**src/sv/rpoa_pkg.sv**
```systemverilog
`timescale 1ns / 1ps

package rpoa_pkg;

	// sensor count and index width
	localparam int unsigned NUM_SENSORS = 3;
	localparam int unsigned IDX_W       = 2;

	// apb address and data widths
	localparam int unsigned ADDR_W = 5;
	localparam int unsigned DATA_W = 32;

	// field widths
	localparam int unsigned TIME_W  = 32;
	localparam int unsigned DIST_W  = 16;
	localparam int unsigned MASK_W  = 3;

	// sensor indexes
	localparam logic [IDX_W-1:0] SENSOR_RIGHT = 2'd0;
	localparam logic [IDX_W-1:0] SENSOR_LEFT  = 2'd1;
	localparam logic [IDX_W-1:0] SENSOR_DEPTH = 2'd2;

	// register indexes (word address)
	typedef enum logic [2:0] {
		REG_THR_RIGHT  = 3'd0,
		REG_THR_LEFT   = 3'd1,
		REG_THR_DEPTH  = 3'd2,
		REG_DETECT_EN  = 3'd3,
		REG_BELOW      = 3'd4,
		REG_DEPTH_EN   = 3'd5
	} reg_idx_t;

	// reset values
	localparam logic [MASK_W-1:0] BELOW_RESET = 3'd3;

	// configuration as seen by the poll logic
	typedef struct packed {
		logic [NUM_SENSORS-1:0][DIST_W-1:0] thr;
		logic [MASK_W-1:0]                  det_en;
		logic [MASK_W-1:0]                  below;
		logic                               depth_en;
	} cfg_t;

endpackage

```
**src/sv/rpoa_regs.sv**
```systemverilog
`timescale 1ns / 1ps

module rpoa_regs
	import rpoa_pkg::*;
(
	input  logic              clk,
	input  logic              arst_n,
	input  logic              psel,
	input  logic              penable,
	input  logic              pwrite,
	input  logic [ADDR_W-1:0] paddr,
	input  logic [DATA_W-1:0] pwdata,
	output logic [DATA_W-1:0] prdata,
	output logic              pready,
	output cfg_t              cfg
);

	cfg_t       cfg_q;
	logic       wr_en;
	reg_idx_t   idx;

	assign pready = 1'b1;
	assign wr_en  = psel && penable && pwrite;
	assign idx    = reg_idx_t'(paddr[4:2]);
	assign cfg    = cfg_q;

	// register writes
	always_ff @(posedge clk or negedge arst_n) begin
		if (!arst_n) begin
			cfg_q.thr      <= '0;
			cfg_q.det_en   <= '0;
			cfg_q.below    <= BELOW_RESET;
			cfg_q.depth_en <= 1'b1;
		end else if (wr_en) begin
			case (idx)
				REG_THR_RIGHT: cfg_q.thr[SENSOR_RIGHT] <= pwdata[DIST_W-1:0];
				REG_THR_LEFT:  cfg_q.thr[SENSOR_LEFT]  <= pwdata[DIST_W-1:0];
				REG_THR_DEPTH: cfg_q.thr[SENSOR_DEPTH] <= pwdata[DIST_W-1:0];
				REG_DETECT_EN: cfg_q.det_en   <= pwdata[MASK_W-1:0];
				REG_BELOW:     cfg_q.below    <= pwdata[MASK_W-1:0];
				REG_DEPTH_EN:  cfg_q.depth_en <= pwdata[0];
				default: ;
			endcase
		end
	end

	// read mux
	always_comb begin
		prdata = '0;
		case (idx)
			REG_THR_RIGHT: prdata = {{(DATA_W-DIST_W){1'b0}}, cfg_q.thr[SENSOR_RIGHT]};
			REG_THR_LEFT:  prdata = {{(DATA_W-DIST_W){1'b0}}, cfg_q.thr[SENSOR_LEFT]};
			REG_THR_DEPTH: prdata = {{(DATA_W-DIST_W){1'b0}}, cfg_q.thr[SENSOR_DEPTH]};
			REG_DETECT_EN: prdata = {{(DATA_W-MASK_W){1'b0}}, cfg_q.det_en};
			REG_BELOW:     prdata = {{(DATA_W-MASK_W){1'b0}}, cfg_q.below};
			REG_DEPTH_EN:  prdata = {{(DATA_W-1){1'b0}}, cfg_q.depth_en};
			default:       prdata = '0;
		endcase
	end

endmodule

```
**src/sv/rangefinder_poll_obstacle_alarm_top.sv**
```systemverilog
`timescale 1ns / 1ps
// an input transaction reaches the result through the input register, then the result register
// one poll tick per cycle unless the output stalls; the due-time compare and update is one pass
// the result register and the input register let a new tick enter while a result waits
// reset (arst_n, asynchronous, active low) sets due times to interval plus index times spacing,
// turn to the right sensor, alarms and stop latch clear, registers to their documented values

module rangefinder_poll_obstacle_alarm_top
	import rpoa_pkg::*;
#(
	parameter logic [31:0] INTERVAL_US = 32'd40000,
	parameter logic [31:0] SPACING_US  = 32'd5000
) (
	input  logic              clk,
	input  logic              arst_n,
	// apb
	input  logic              psel,
	input  logic              penable,
	input  logic              pwrite,
	input  logic [ADDR_W-1:0] paddr,
	input  logic [DATA_W-1:0] pwdata,
	output logic [DATA_W-1:0] prdata,
	output logic              pready,
	// input channel
	input  logic              in_valid,
	output logic              in_ready,
	input  logic [TIME_W-1:0] now_us,
	input  logic [DIST_W-1:0] reading_mm,
	input  logic              timed_out,
	// output channel
	output logic              out_valid,
	input  logic              out_ready,
	output logic              served,
	output logic [IDX_W-1:0]  served_index,
	output logic              reading_valid,
	output logic              alarm_any,
	output logic              stop_request,
	output logic [IDX_W-1:0]  next_index
);

	cfg_t cfg;

	// register file
	rpoa_regs u_regs (
		.clk     (clk),
		.arst_n  (arst_n),
		.psel    (psel),
		.penable (penable),
		.pwrite  (pwrite),
		.paddr   (paddr),
		.pwdata  (pwdata),
		.prdata  (prdata),
		.pready  (pready),
		.cfg     (cfg)
	);

	// input stage
	logic              valid_s1;
	logic [TIME_W-1:0] now_s1;
	logic [DIST_W-1:0] reading_s1;
	logic              timed_out_s1;

	// poll state (stored distances have no visible effect and are not kept)
	logic [NUM_SENSORS-1:0][TIME_W-1:0] due_q;
	logic [IDX_W-1:0]                   turn_q;
	logic [MASK_W-1:0]                  alarm_q;
	logic                               stop_latched_q;

	// result register
	logic             out_valid_q;
	logic             served_q;
	logic [IDX_W-1:0] served_index_q;
	logic             reading_valid_q;
	logic             alarm_any_q;
	logic             stop_request_q;
	logic [IDX_W-1:0] next_index_q;

	logic advance;
	logic fire;

	assign advance  = !out_valid_q || out_ready;
	assign fire     = valid_s1 && advance;
	assign in_ready = !valid_s1 || advance;

	// poll logic for the tick in the input stage
	logic [IDX_W-1:0]                   cur;
	logic [IDX_W-1:0]                   nx;
	logic                               is_due;
	logic                               valid_rd;
	logic                               hit;
	logic [DIST_W-1:0]                  thr_cur;
	logic [TIME_W-1:0]                  resched;
	logic [TIME_W-1:0]                  floor_t;
	logic [NUM_SENSORS-1:0][TIME_W-1:0] due_nxt;
	logic [MASK_W-1:0]                  alarm_nxt;
	logic [IDX_W-1:0]                   turn_nxt;
	logic                               any_nxt;
	logic                               stop_nxt;

	always_comb begin
		cur      = (turn_q > SENSOR_DEPTH) ? SENSOR_RIGHT : turn_q;
		is_due   = due_q[cur] < now_s1;
		valid_rd = is_due && !timed_out_s1;
		thr_cur  = cfg.thr[cur];
		if (cfg.below[cur]) begin
			hit = thr_cur > reading_s1;
		end else begin
			hit = thr_cur < reading_s1;
		end
		resched = now_s1 + INTERVAL_US;
		floor_t = now_s1 + SPACING_US;

		// next sensor in rotation
		if (cur == SENSOR_DEPTH) begin
			nx = SENSOR_RIGHT;
		end else begin
			nx = cur + 2'd1;
		end
		if (!cfg.depth_en && nx == SENSOR_DEPTH) begin
			nx = SENSOR_RIGHT;
		end

		due_nxt   = due_q;
		alarm_nxt = alarm_q;
		turn_nxt  = turn_q;
		if (is_due) begin
			due_nxt[cur] = resched;
			if (due_nxt[nx] < floor_t) begin
				due_nxt[nx] = floor_t;
			end
			turn_nxt = nx;
			if (valid_rd && cfg.det_en[cur] && hit) begin
				alarm_nxt[cur] = 1'b1;
			end
		end

		any_nxt  = (cfg.det_en & alarm_nxt) != '0;
		stop_nxt = valid_rd && !stop_latched_q && any_nxt;
	end

	// input register
	always_ff @(posedge clk or negedge arst_n) begin
		if (!arst_n) begin
			valid_s1 <= 1'b0;
		end else if (in_ready) begin
			valid_s1 <= in_valid;
		end
	end

	always_ff @(posedge clk) begin
		if (in_valid && in_ready) begin
			now_s1       <= now_us;
			reading_s1   <= reading_mm;
			timed_out_s1 <= timed_out;
		end
	end

	// state update
	always_ff @(posedge clk or negedge arst_n) begin
		if (!arst_n) begin
			for (int i = 0; i < NUM_SENSORS; i++) begin
				due_q[i] <= INTERVAL_US + TIME_W'(i) * SPACING_US;
			end
			turn_q         <= SENSOR_RIGHT;
			alarm_q        <= '0;
			stop_latched_q <= 1'b0;
		end else if (fire) begin
			due_q   <= due_nxt;
			turn_q  <= turn_nxt;
			alarm_q <= alarm_nxt;
			if (stop_nxt) begin
				stop_latched_q <= 1'b1;
			end
		end
	end

	// result register
	always_ff @(posedge clk or negedge arst_n) begin
		if (!arst_n) begin
			out_valid_q <= 1'b0;
		end else if (fire) begin
			out_valid_q <= 1'b1;
		end else if (out_ready) begin
			out_valid_q <= 1'b0;
		end
	end

	always_ff @(posedge clk) begin
		if (fire) begin
			served_q        <= is_due;
			served_index_q  <= is_due ? cur : SENSOR_RIGHT;
			reading_valid_q <= valid_rd;
			alarm_any_q     <= any_nxt;
			stop_request_q  <= stop_nxt;
			next_index_q    <= turn_nxt;
		end
	end

	assign out_valid     = out_valid_q;
	assign served        = served_q;
	assign served_index  = served_index_q;
	assign reading_valid = reading_valid_q;
	assign alarm_any     = alarm_any_q;
	assign stop_request  = stop_request_q;
	assign next_index    = next_index_q;

	// stop pulse only with a valid reading and a held alarm
	a_stop_cause: assert property (@(posedge clk) disable iff (!arst_n)
		out_valid_q && stop_request_q |-> reading_valid_q && alarm_any_q)
		else $error("stop request without valid reading and alarm");

	// a valid reading implies the sensor was served
	a_valid_served: assert property (@(posedge clk) disable iff (!arst_n)
		out_valid_q && reading_valid_q |-> served_q)
		else $error("reading valid without service");

	// stop latch never clears outside reset
	a_stop_sticky: assert property (@(posedge clk) disable iff (!arst_n)
		stop_latched_q |=> stop_latched_q)
		else $error("stop latch cleared");

	// at most one stop pulse is ever issued
	a_stop_once: assert property (@(posedge clk) disable iff (!arst_n)
		fire && stop_nxt |-> !stop_latched_q)
		else $error("second stop request");

	// turn stays on a real sensor
	a_turn_range: assert property (@(posedge clk) disable iff (!arst_n)
		turn_q != 2'd3)
		else $error("turn out of range");

endmodule

```
**config.mk**
```make
export PLATFORM = sky130hd
export DESIGN_NAME = rangefinder_poll_obstacle_alarm_top
export DESIGN_NICKNAME = d
export VERILOG_FILES = /design/src/sv/rpoa_pkg.sv /design/src/sv/rpoa_regs.sv /design/src/sv/rangefinder_poll_obstacle_alarm_top.sv
export SDC_FILE = /design/constraint.sdc
export NUM_CORES = 1
export LEC_CHECK = 0
export BUFFER_PORTS_ARGS = -buffer_cell sky130_fd_sc_hd__buf_2
export CAP_MARGIN = 20
export CORE_UTILIZATION = 45
export DETAILED_ROUTE_END_ITERATION = 12
export HOLD_SLACK_MARGIN = 0.06
export PLACE_DENSITY = 0.63
export SLEW_MARGIN = 40
export SYNTH_ARGS = -nofsm -noshare
export SYNTH_HDL_FRONTEND = slang
export SYNTH_SLANG_ARGS = --single-unit
```
**constraint.sdc**
```tcl
create_clock -name clk -period 4 [get_ports clk]
set_input_delay 0 -clock clk [delete_from_list [all_inputs] [get_ports clk]]
set_output_delay 0 -clock clk [all_outputs]
set_load 0.02 [all_outputs]
```
# --- After elaboration in Yosys (flattened, before gate mapping) ---
# Index checks and enable logic that the tools add are counted.
word_totals:
  regBits: 216
  in_bits: 93
  output_inout_bits: 43
  wordCells: 103
classes:
  n_addsub: 3
  n_lt_le_gt_ge: 9
  eq_ne: 7
  muxes: 29
  n_bitwise: 2
  reduce_logical: 30
ops:
  columns: ["op", "count"]
  rows:
  - ["bitwise mux 96 bit", 2]
  - ["binary-select mux 32 bit (select 2 bit)", 2]
  - ["demux 32 bit (select 2 bit)", 2]
  - ["two-way mux 32 bit", 4]
  - ["two-way mux 96 bit", 1]
  - ["case mux 16 bit (6 select lines)", 1]
  - ["< comparator 32 bit", 2]
  - ["adder 32 x 13 -> 32 bit, second input constant", 1]
  - ["adder 32 x 16 -> 32 bit, second input constant", 1]
  - ["binary-select mux 16 bit (select 2 bit)", 1]
  - ["> comparator 16 bit", 1]
  - ["< comparator 16 bit", 1]
  - ["two-way mux 16 bit", 1]
  - ["AND reduction 2 bit", 8]
  - ["logical AND 1 bit", 12]
  - ["two-way mux 2 bit", 4]
  - ["== test 3 x 2 -> 1 bit, second input constant", 2]
  - ["== test 3 bit, second input constant", 2]
  - ["< comparator 2 x 3 -> 1 bit, second input constant", 2]
  - ["two-way mux 1 bit", 6]
  - ["two-way mux 3 bit", 2]
  - ["logical NOT 1 bit", 5]
  - ["binary-select mux 1 bit (select 2 bit)", 2]
  - ["== test 2 bit, second input constant", 2]
  - ["other kinds (11)", 13]

# --- Longest topological paths before layout ---
# Gate-level depths: netlist of the first run.
depth:
  ltp_word: 14
  ltp_mapped: 21
  mapped_depth_nobuf: 18

# --- Hierarchy ---
# Synthesis of the first run repeated with hierarchy kept, for this count alone.
unflattened:
  cells_unflattened: 1585
  area_unflattened_um2: 15100.7
by_module_without_submodules:
  columns: ["module", "n_inst", "cells_each", "area_each_um2", "seq_area_each_um2"]
  rows:
  - ["rangefinder_poll_obstacle_alarm_top", 1, 1363, 12308.1, 4339.2]
  - ["rpoa_regs", 1, 222, 2792.7, 1380.1]

# --- Least setup slack after synthesis of the first run ---
# OpenSTA, ideal clock, no wires.
synth_timing:
  kind: "register to register"
  start: "register turn_q[0]"
  end: "register due_q[66] (netlist bit)"
  setup_time_ps: 128
  t_arrival_ps: 4080
  required_ps: 3872
  slack_ps: -207
  stages_incl_launch_ff: 17
  n_path_buf: 4
  period_less_slack_ps: 4207
  cell_sequence: "dfrtp_1 > inv_1 > ha_1 > buf_2 > buf_1 > buf_1 > mux2i_1 > o21ai_0 > ha_1 > a21oi_1 > o21ai_0 > a221oi_1 > a211oi_1 > a211o_1 > a21oi_4 > buf_6 > mux2_1"
synth_via:
  elab_chain_len: 13
  word_cells_on_any_way: 28
  cone_classes: "add/sub (1); order compare (7); eq/ne (2); mux (14); reduce/logical (4)"
synth_rtl:
  columns: ["item", "line", "rtl"]
  rows:
  - ["start, declared", "rangefinder_poll_obstacle_alarm_top.sv:65", "logic [IDX_W-1:0] turn_q;"]
  - ["start signal, assigned", "rangefinder_poll_obstacle_alarm_top.sv:169", "turn_q <= turn_nxt;"]
  - ["> comparator 2 bit *", "rangefinder_poll_obstacle_alarm_top.sv:101", "cur = (turn_q > SENSOR_DEPTH) ? SENSOR_RIGHT : turn_q;"]
  - ["two-way mux 2 bit *", "rangefinder_poll_obstacle_alarm_top.sv:101", null]
  - ["net cur[1]", "rangefinder_poll_obstacle_alarm_top.sv:86", "logic [IDX_W-1:0] cur;"]
  - ["parallel branches: the longest is 11 deep, another holds < comparator 32 bit", null, null]
  - ["end signal, assigned by index", "rangefinder_poll_obstacle_alarm_top.sv:162", "due_q[i] <= INTERVAL_US + TIME_W'(i) * SPACING_US;"]
  - ["end signal, assigned", "rangefinder_poll_obstacle_alarm_top.sv:168", "due_q <= due_nxt;"]
  - ["end, declared", "rangefinder_poll_obstacle_alarm_top.sv:64", "logic [NUM_SENSORS-1:0][TIME_W-1:0] due_q;"]
# Mark *: on every way through the listed nets, which the timed path passes. The select of a mux whose other input is x is not followed.
# A chain may end at the register's enable or synchronous reset.

# --- Worst setup path after layout of the first run ---
layout_timing:
  start: "register now_s1[6]"
  end: "register due_q[17] (netlist bit)"
layout_via:
  elab_chain_len: 6
  word_cells_on_any_way: 10
  cone_classes: "add/sub (2); order compare (2); mux (5); reduce/logical (1)"
layout_rtl:
  columns: ["item", "line", "rtl"]
  rows:
  - ["start, declared", "rangefinder_poll_obstacle_alarm_top.sv:59", "logic [TIME_W-1:0] now_s1;"]
  - ["start signal, assigned", "rangefinder_poll_obstacle_alarm_top.sv:152", "now_s1 <= now_us;"]
  - ["adder 32 x 16 -> 32 bit", "rangefinder_poll_obstacle_alarm_top.sv:110", "resched = now_s1 + INTERVAL_US;"]
  - ["bitwise mux 96 bit", "rangefinder_poll_obstacle_alarm_top.sv:127", "due_nxt[cur] = resched;"]
  - ["binary-select mux 32 bit (select 2 bit)", "rangefinder_poll_obstacle_alarm_top.sv:128", "if (due_nxt[nx] < floor_t) begin"]
  - ["two-way mux 32 bit (implied by the code)", "rangefinder_poll_obstacle_alarm_top.sv:128", null]
  - ["< comparator 32 bit", "rangefinder_poll_obstacle_alarm_top.sv:128", null]
  - ["two-way mux 96 bit", "rangefinder_poll_obstacle_alarm_top.sv:128", null]
# Parallel ways exist; a longest one is shown, timed or not. The select of a mux whose other input is x is not followed.

==> results of run 1 <==
## what timing repair did
action / in CTS / in global routing
cloned: 3 / 4
hold buffers: 71 / 1
gates resized for setup: 68 / 144
setup buffers: 21 / 9
endpoints found under the setup margin: 96 / 103
pin swaps: 39 / 47
endpoints found under the hold margin: 215 / 41
## cell usage in the layout (no fill, tap or decap), drive strengths merged, types with 53 or more instances in the layout
master,netlist,routed
o21ai,113,113
dlygate4sd3,0,72
mux2i,102,102
xnor2,53,53
dfrtp,136,136
mux2,65,65
inv,86,87
nor2,145,145
edfxtp,57,57
a21oi,117,117
ha,84,84
buf,59,320
nand2,161,161
## logic make-up after synthesis
kind of cell / count (synthesis) / synth area share
xor gates and xnor gates: 54 / 0.0327
DFF: 216 / 0.395
and+or+nand+nor: 405 / 0.122
adders and majority gates: 84 / 0.0726
buffers and inverters: 205 / 0.0612
other: 2 / 0.000519
AOI/OAI and AO/OA: 439 / 0.193
muxes: 168 / 0.123
## critical path: stages (launching register included)
cell	delay [ps]
edfxtp_1	460
buf_6	130
nand4_1	250
a21oi_2	270
or2_4	200
buf_6	150
nand2_4	50
xnor2_2	150
buf_4	160
nor2_4	30
o21a_1	170
o32ai_2	100
ha_1	280
a21o_1	180
a21o_1	160
a21oi_2	100
buf_4	130
o211ai_1	130
a21oi_4	180
buf_6	130
nand2_8	80
buf_12	170
mux2i_2	140
a22o_1	180
## final cells by class
| cell class | count | share of cell area |
|---|---|---|
| well taps | 402 | 0.0253 |
| flip-flops and latches | 216 | 0.288 |
| repair buffers | 397 | 0.172 |
| clock inverters | 14 | 0.00894 |
| multi-input cells | 1167 | 0.446 |
| clock buffers | 38 | 0.0434 |
| inverters | 88 | 0.0166 |
## registers in the layout (all words and copies together), names as in the netlist
| signal | flops |
|---|---|
| reading_s1 | 16 |
| out_valid | 1 |
| alarm_q | 3 |
| stop_request | 1 |
| alarm_any | 1 |
| u_regs.cfg | 55 |
| next_index | 2 |
| served | 1 |
| stop_latched_q | 1 |
| timed_out_s1 | 1 |
| turn_q | 2 |
| valid_s1 | 1 |
| reading_valid | 1 |
| due_q | 96 |
| now_s1 | 32 |
| served_index | 2 |
## power by group
group	switching [mW]	internal, mW
Sequential	0.595	3.03
Combinational	4.55	3.78
Clock	1.07	1.71
Total	6.21	8.52
## synth_stat cells (all sizes together) (19+ instances only)
| cell | n |
|---|---|
| clkbuf | 58 |
| a22o | 19 |
| dfstp | 23 |
| nor2 | 145 |
| a21o | 22 |
| mux2 | 65 |
| nand2 | 161 |
| ha | 84 |
| inv | 86 |
| a22oi | 31 |
| a21oi | 117 |
| o21ai | 113 |
| o22ai | 38 |
| dfrtp | 136 |
| edfxtp | 57 |
| mux2i | 102 |
| buf | 59 |
| xnor2 | 53 |
## routing by layer
| metal | vias up | part of all wire | track usage |
|---|---|---|---|
| li1 | 6290 | - | - |
| met1 | 6698 | 0.41 | 0.367 |
| met2 | 574 | 0.48 | 0.486 |
| met3 | 141 | 0.070 | 0.0439 |
| met4 | 2 | 0.041 | 0.134 |
| met5 | - | 0.00035 | 0 |
## worst min-delay path by stage
stage / slack (ps) / end / startpoint
2_1_floorplan: -300 / alarm_q[0]$_DFFE_PN0P_ / arst_n
3_3_place_gp: 180 / timed_out_s1$_DFFE_PP_ / timed_out
3_5_place_dp: 120 / due_q[49]$_DFFE_PN0P_ / arst_n
4_1_cts: 80 / u_regs.cfg[23]$_DFFE_PN0P_ / penable
5_1_grt: 110 / reading_s1[1]$_DFFE_PP_ / reading_mm[1]
6_report: 100 / u_regs.cfg[26]$_DFFE_PN0P_ / penable
## through the flow
stage | cells | util | instance area, sq um
after global routing | 2322 | 0.628 | 19900
after global placement | 2163 | 0.529 | 16700
final | 2322 | 0.628 | 19900
after floorplan | 1588 | - | 14600
after CTS | 2311 | 0.604 | 19100
after detailed placement | 2164 | 0.530 | 16800
==> flow_summary.toml, run 1 <==
[floorplan]
ios = 136
fp.dieW_um = 181
start_util = 0.458
die_h_um = 181
core_area_sq_mm = 0.0316
num_rows = 65
die-area_sq_mm = 0.0329

[power_and_ir_drop]
leakage_nw = 8.86
power_mw = 14.7
peakVddDrop_v = 0.000458
power_density_mw_per_mm2 = 741

[routing]
wl_um = 48100
drcViolationCount = 0
dr.pass1.iters = 5
via_per_inst = 5.90
via_count = 13700
wl_per_cell_um = 20.7
drtIter0Drc = 1146
detail-route-antenna-nets = 0

[setup_path]
critical_path_arrival_ps = 4570
path_class = "reg -> reg"
r2r-end = "due_q[17]$_DFFE_PN0P_"
ff2ff_path_depth = 23
r2r_start = "now_s1[6]$_DFFE_PP_"
critPathLaunchType = "flop"
path_max_fanout = 8
endpoint_kind = "flop"
crit_path_start = "now_s1[6]$_DFFE_PP_"
worstPathRequired_ps = 4450
endpoint = "due_q[17]$_DFFE_PN0P_"
rrSetupSlack_ps = -130

[sta]
setup_viol = 66
rsz0062_at_grt = "true"
timing.final.crit_share = 1.03
min_period_ps = 4130
slew_headroom = 0.500
setup_slack_ps = -128
max_freq_ghz = 0.242
hold_violations = 0
tightest_slew_ps = 750
skew_ps = 51.4
report.final.slew_viol_count = 0
tns_ps = -4210
whs_ps = 99.6

[place]
port_buffers = 100
hpwl_um = 31000
place_congestion = 0.932
post-place-ws_ps = -453

[logic_synthesis]
synth_area_per_cell_sq_um = 9.21
synth_seq_cells = 216
yosysTopAreaCell = "dfrtp_1"
synth.top_cells.by_area = "dfrtp_1, edfxtp_1, ha_1"
synth_ff_type = "dfrtp_1"
synthArstFlopShare = 0.736
synth_warnings = 0
synthDistinctLibCells = 70
synth_area_sq_mm = 0.0145
synth_edf_count = 57
synth_top_area_frac = 0.235
ys_seq_area_frac = 0.395
synthCells = 1573

[clock_tree]
cts_root_buf = "clkbuf_16"
h-tree-depth = 1
clk_pin_slew_worst_paths_ps = 60
clk_latency_ps = 600
numCtsBuffers = 28
clockBufferDepth = 3
clock-sinks = 216
cts_tree = "yes"

[finish]
synthToLayoutAreaGrowth_pct = 37.3
fill_cells = 2549
diodes = 0
multiInputGateArea_sq_mm = 0.00886
nNetsFinal = 2075
regArea_sq_mm = 0.00572
drive_gt1_frac = 0.316

[global_route]
grt.overflow.total = 0
antenna_found_initial = 1
track_usage = 0.290
grt_pass1_wl_um = 75600
grt_pass1_vias = 14100
grt_max_degree = 98

[worst_hold_path]
hold_depth = 4
hp-class = "in -> reg"

[status]
outcome = "finished with violations"
failed_checks = "negative setup slack"

[job]
maxCapViolCount = 0
(Power assumes the default switching activity.)
==> inputs of run 2 (changes only) <==
PLACE_DENSITY = 0.6   (was 0.63)
clock period = 4.15 ns   (was 4 ns; I/O delays follow)
==> flow_summary.toml, run 2 (same netlist as run 1, synthesis figures left out) <==
[place]
hpwl_um = 32000
place_congestion = 0.905
port_buffers = 100
post-place-ws_ps = -287

[power_and_ir_drop]
peakVddDrop_v = 0.000474
power_density_mw_per_mm2 = 713
leakage_nw = 8.80
power_mw = 14.2

[worst_hold_path]
hp-class = "in -> reg"

[finish]
largest_reg_flops = 96
fill_cells = 2595
final_common_cell = "buf_4"
drive_gt1_frac = 0.343
nNetsFinal = 2062
postLayoutCoreUtil = 0.629
layout_common_cells = "buf_4, dfrtp_1, nand2_1"
synthToLayoutAreaGrowth_pct = 37.4
diodes = 0
regMostFlops = "due_q"

[sta]
rsz0062_at_grt = "true"
hold_violations = 0
tightest_slew_ps = 699
min_period_ps = 4160
slew_headroom = 0.534
tns_ps = -32.8
setup_viol = 8
report.final.slew_viol_count = 0
setup_slack_ps = -8.61
max_freq_ghz = 0.240
timing.final.crit_share = 1.00
skew_ps = 26.9

[global_route]
track_usage = 0.282
antenna_found_initial = 0
grt_pass1_wl_um = 73000
grt.overflow.total = 0
grt_pass1_vias = 13200
grt_max_degree = 77

[routing]
drcViolationCount = 0
drtIter0Drc = 1272
dr.pass1.iters = 8
wl_um = 48600
via_per_inst = 5.91
detail-route-antenna-nets = 0
via_count = 13600
wl_per_cell_um = 21.0

[setup_path]
ff2ff_path_depth = 19
r2r_start = "now_s1[6]$_DFFE_PP_"
critical_path_arrival_ps = 4660
critPathLaunchType = "flop"
endpoint_kind = "flop"
endpoint = "due_q[17]$_DFFE_PN0P_"
rrSetupSlack_ps = -9
path_class = "reg -> reg"
path_max_fanout = 6
worstPathRequired_ps = 4650
crit_path_start = "now_s1[6]$_DFFE_PP_"
r2r-end = "due_q[17]$_DFFE_PN0P_"

[status]
failed_checks = "negative setup slack"
outcome = "finished with violations"

[clock_tree]
clk_latency_ps = 580
cts_root_buf = "clkbuf_16"
numCtsBuffers = 27
clk_pin_slew_worst_paths_ps = 60
clock-sinks = 216
cts_tree = "yes"
clockBufferDepth = 3
h-tree-depth = 1

[floorplan]
fp.dieW_um = 181
num_rows = 65
die_h_um = 181
ios = 136
die-area_sq_mm = 0.0329
start_util = 0.458
core_area_sq_mm = 0.0316

[job]
maxCapViolCount = 0
-- run 2: changes by cell type in the layout (fill, tap and decap cells not counted), sizes merged --
| cell | change |
|---|---|
| buf | -13 |
| dlygate4sd3 | +2 |
| clkinv | +1 |
| clkbuf | -7 |
| inv | +3 |
| bufbuf | -1 |
| bufinv | +1 |
-- run 2: final cells by class --
class | instances | area [sq um] | area share
Multi-Input combinational cell | 1167 | 9130 | 0.459
Tap cell | 402 | 503 | 0.0253
Clock buffer | 31 | 722 | 0.0363
Clock inverter | 19 | 218 | 0.0109
Inverter | 88 | 330 | 0.0166
Timing Repair Buffer | 385 | 3280 | 0.165
Sequential cell | 216 | 5720 | 0.287
-- run 2: metrics by stage --
stage / hold slack, ps / area (sq um) / cells
after floorplan: -296 / 14500 / 1588
after global placement: 141 / 16500 / 2146
after detailed placement: 64.0 / 16500 / 2146
after CTS: 61.5 / 18400 / 2276
after global routing: 117 / 19900 / 2308
final: 98.9 / 19900 / 2308
-- run 2: how the worst min path moves through the flow --
stage,startpoint,endpoint,slack (ps),cells after the start
finish,pwrite,u_regs.cfg[5]$_DFFE_PN0P_,100,4
global route,reading_mm[10],reading_s1[10]$_DFFE_PP_,120,2
global placement,arst_n,due_q[49]$_DFFE_PN0P_,140,1
CTS,pwrite,u_regs.cfg[5]$_DFFE_PN0P_,60,4
floorplan,arst_n,alarm_q[0]$_DFFE_PN0P_,-300,0
detailed placement,arst_n,due_q[81]$_DFFE_PN0P_,60,1
-- run 2: worst max-delay path, cell delays in order, from the launching register on --
cell	delay, ps
edfxtp_1	470
ha_2	260
nand3_4	110
a21oi_4	280
o21ai_4	150
buf_6	170
nor4_4	180
xnor2_2	140
a21o_1	200
a221oi_4	300
a31oi_4	60
ha_4	290
nand4_1	200
buf_4	220
o211ai_1	200
a21oi_2	80
buf_4	170
o21ai_4	270
buf_6	200
a22o_1	140
-- run 2: layer usage --
metal	routed length [um]	share of wire	vias up	global-route usage
met4	1670	0.034	0	0.103
met1	20100	0.41	6630	0.382
met2	23200	0.48	609	0.460
met5	0	0	-	0
li1	-	-	6261	-
met3	3620	0.074	130	0.0375
-- run 2: report_power, final --
group	switching [mW]	total [mW]	internal [mW]
sequential	0.660	3.58	2.92
clock	1.02	2.52	1.50
combinational	4.44	8.08	3.64
-- run 2: timing repair --
action / CTS / global route
gates resized for setup: 19 / 297
gates cloned: 0 / 8
endpoints found under the setup margin: 96 / 97
pin swaps: 6 / 85
buffers inserted: 5 / 25
hold buffers: 75 / 0
endpoints found under the hold margin: 240 / 0
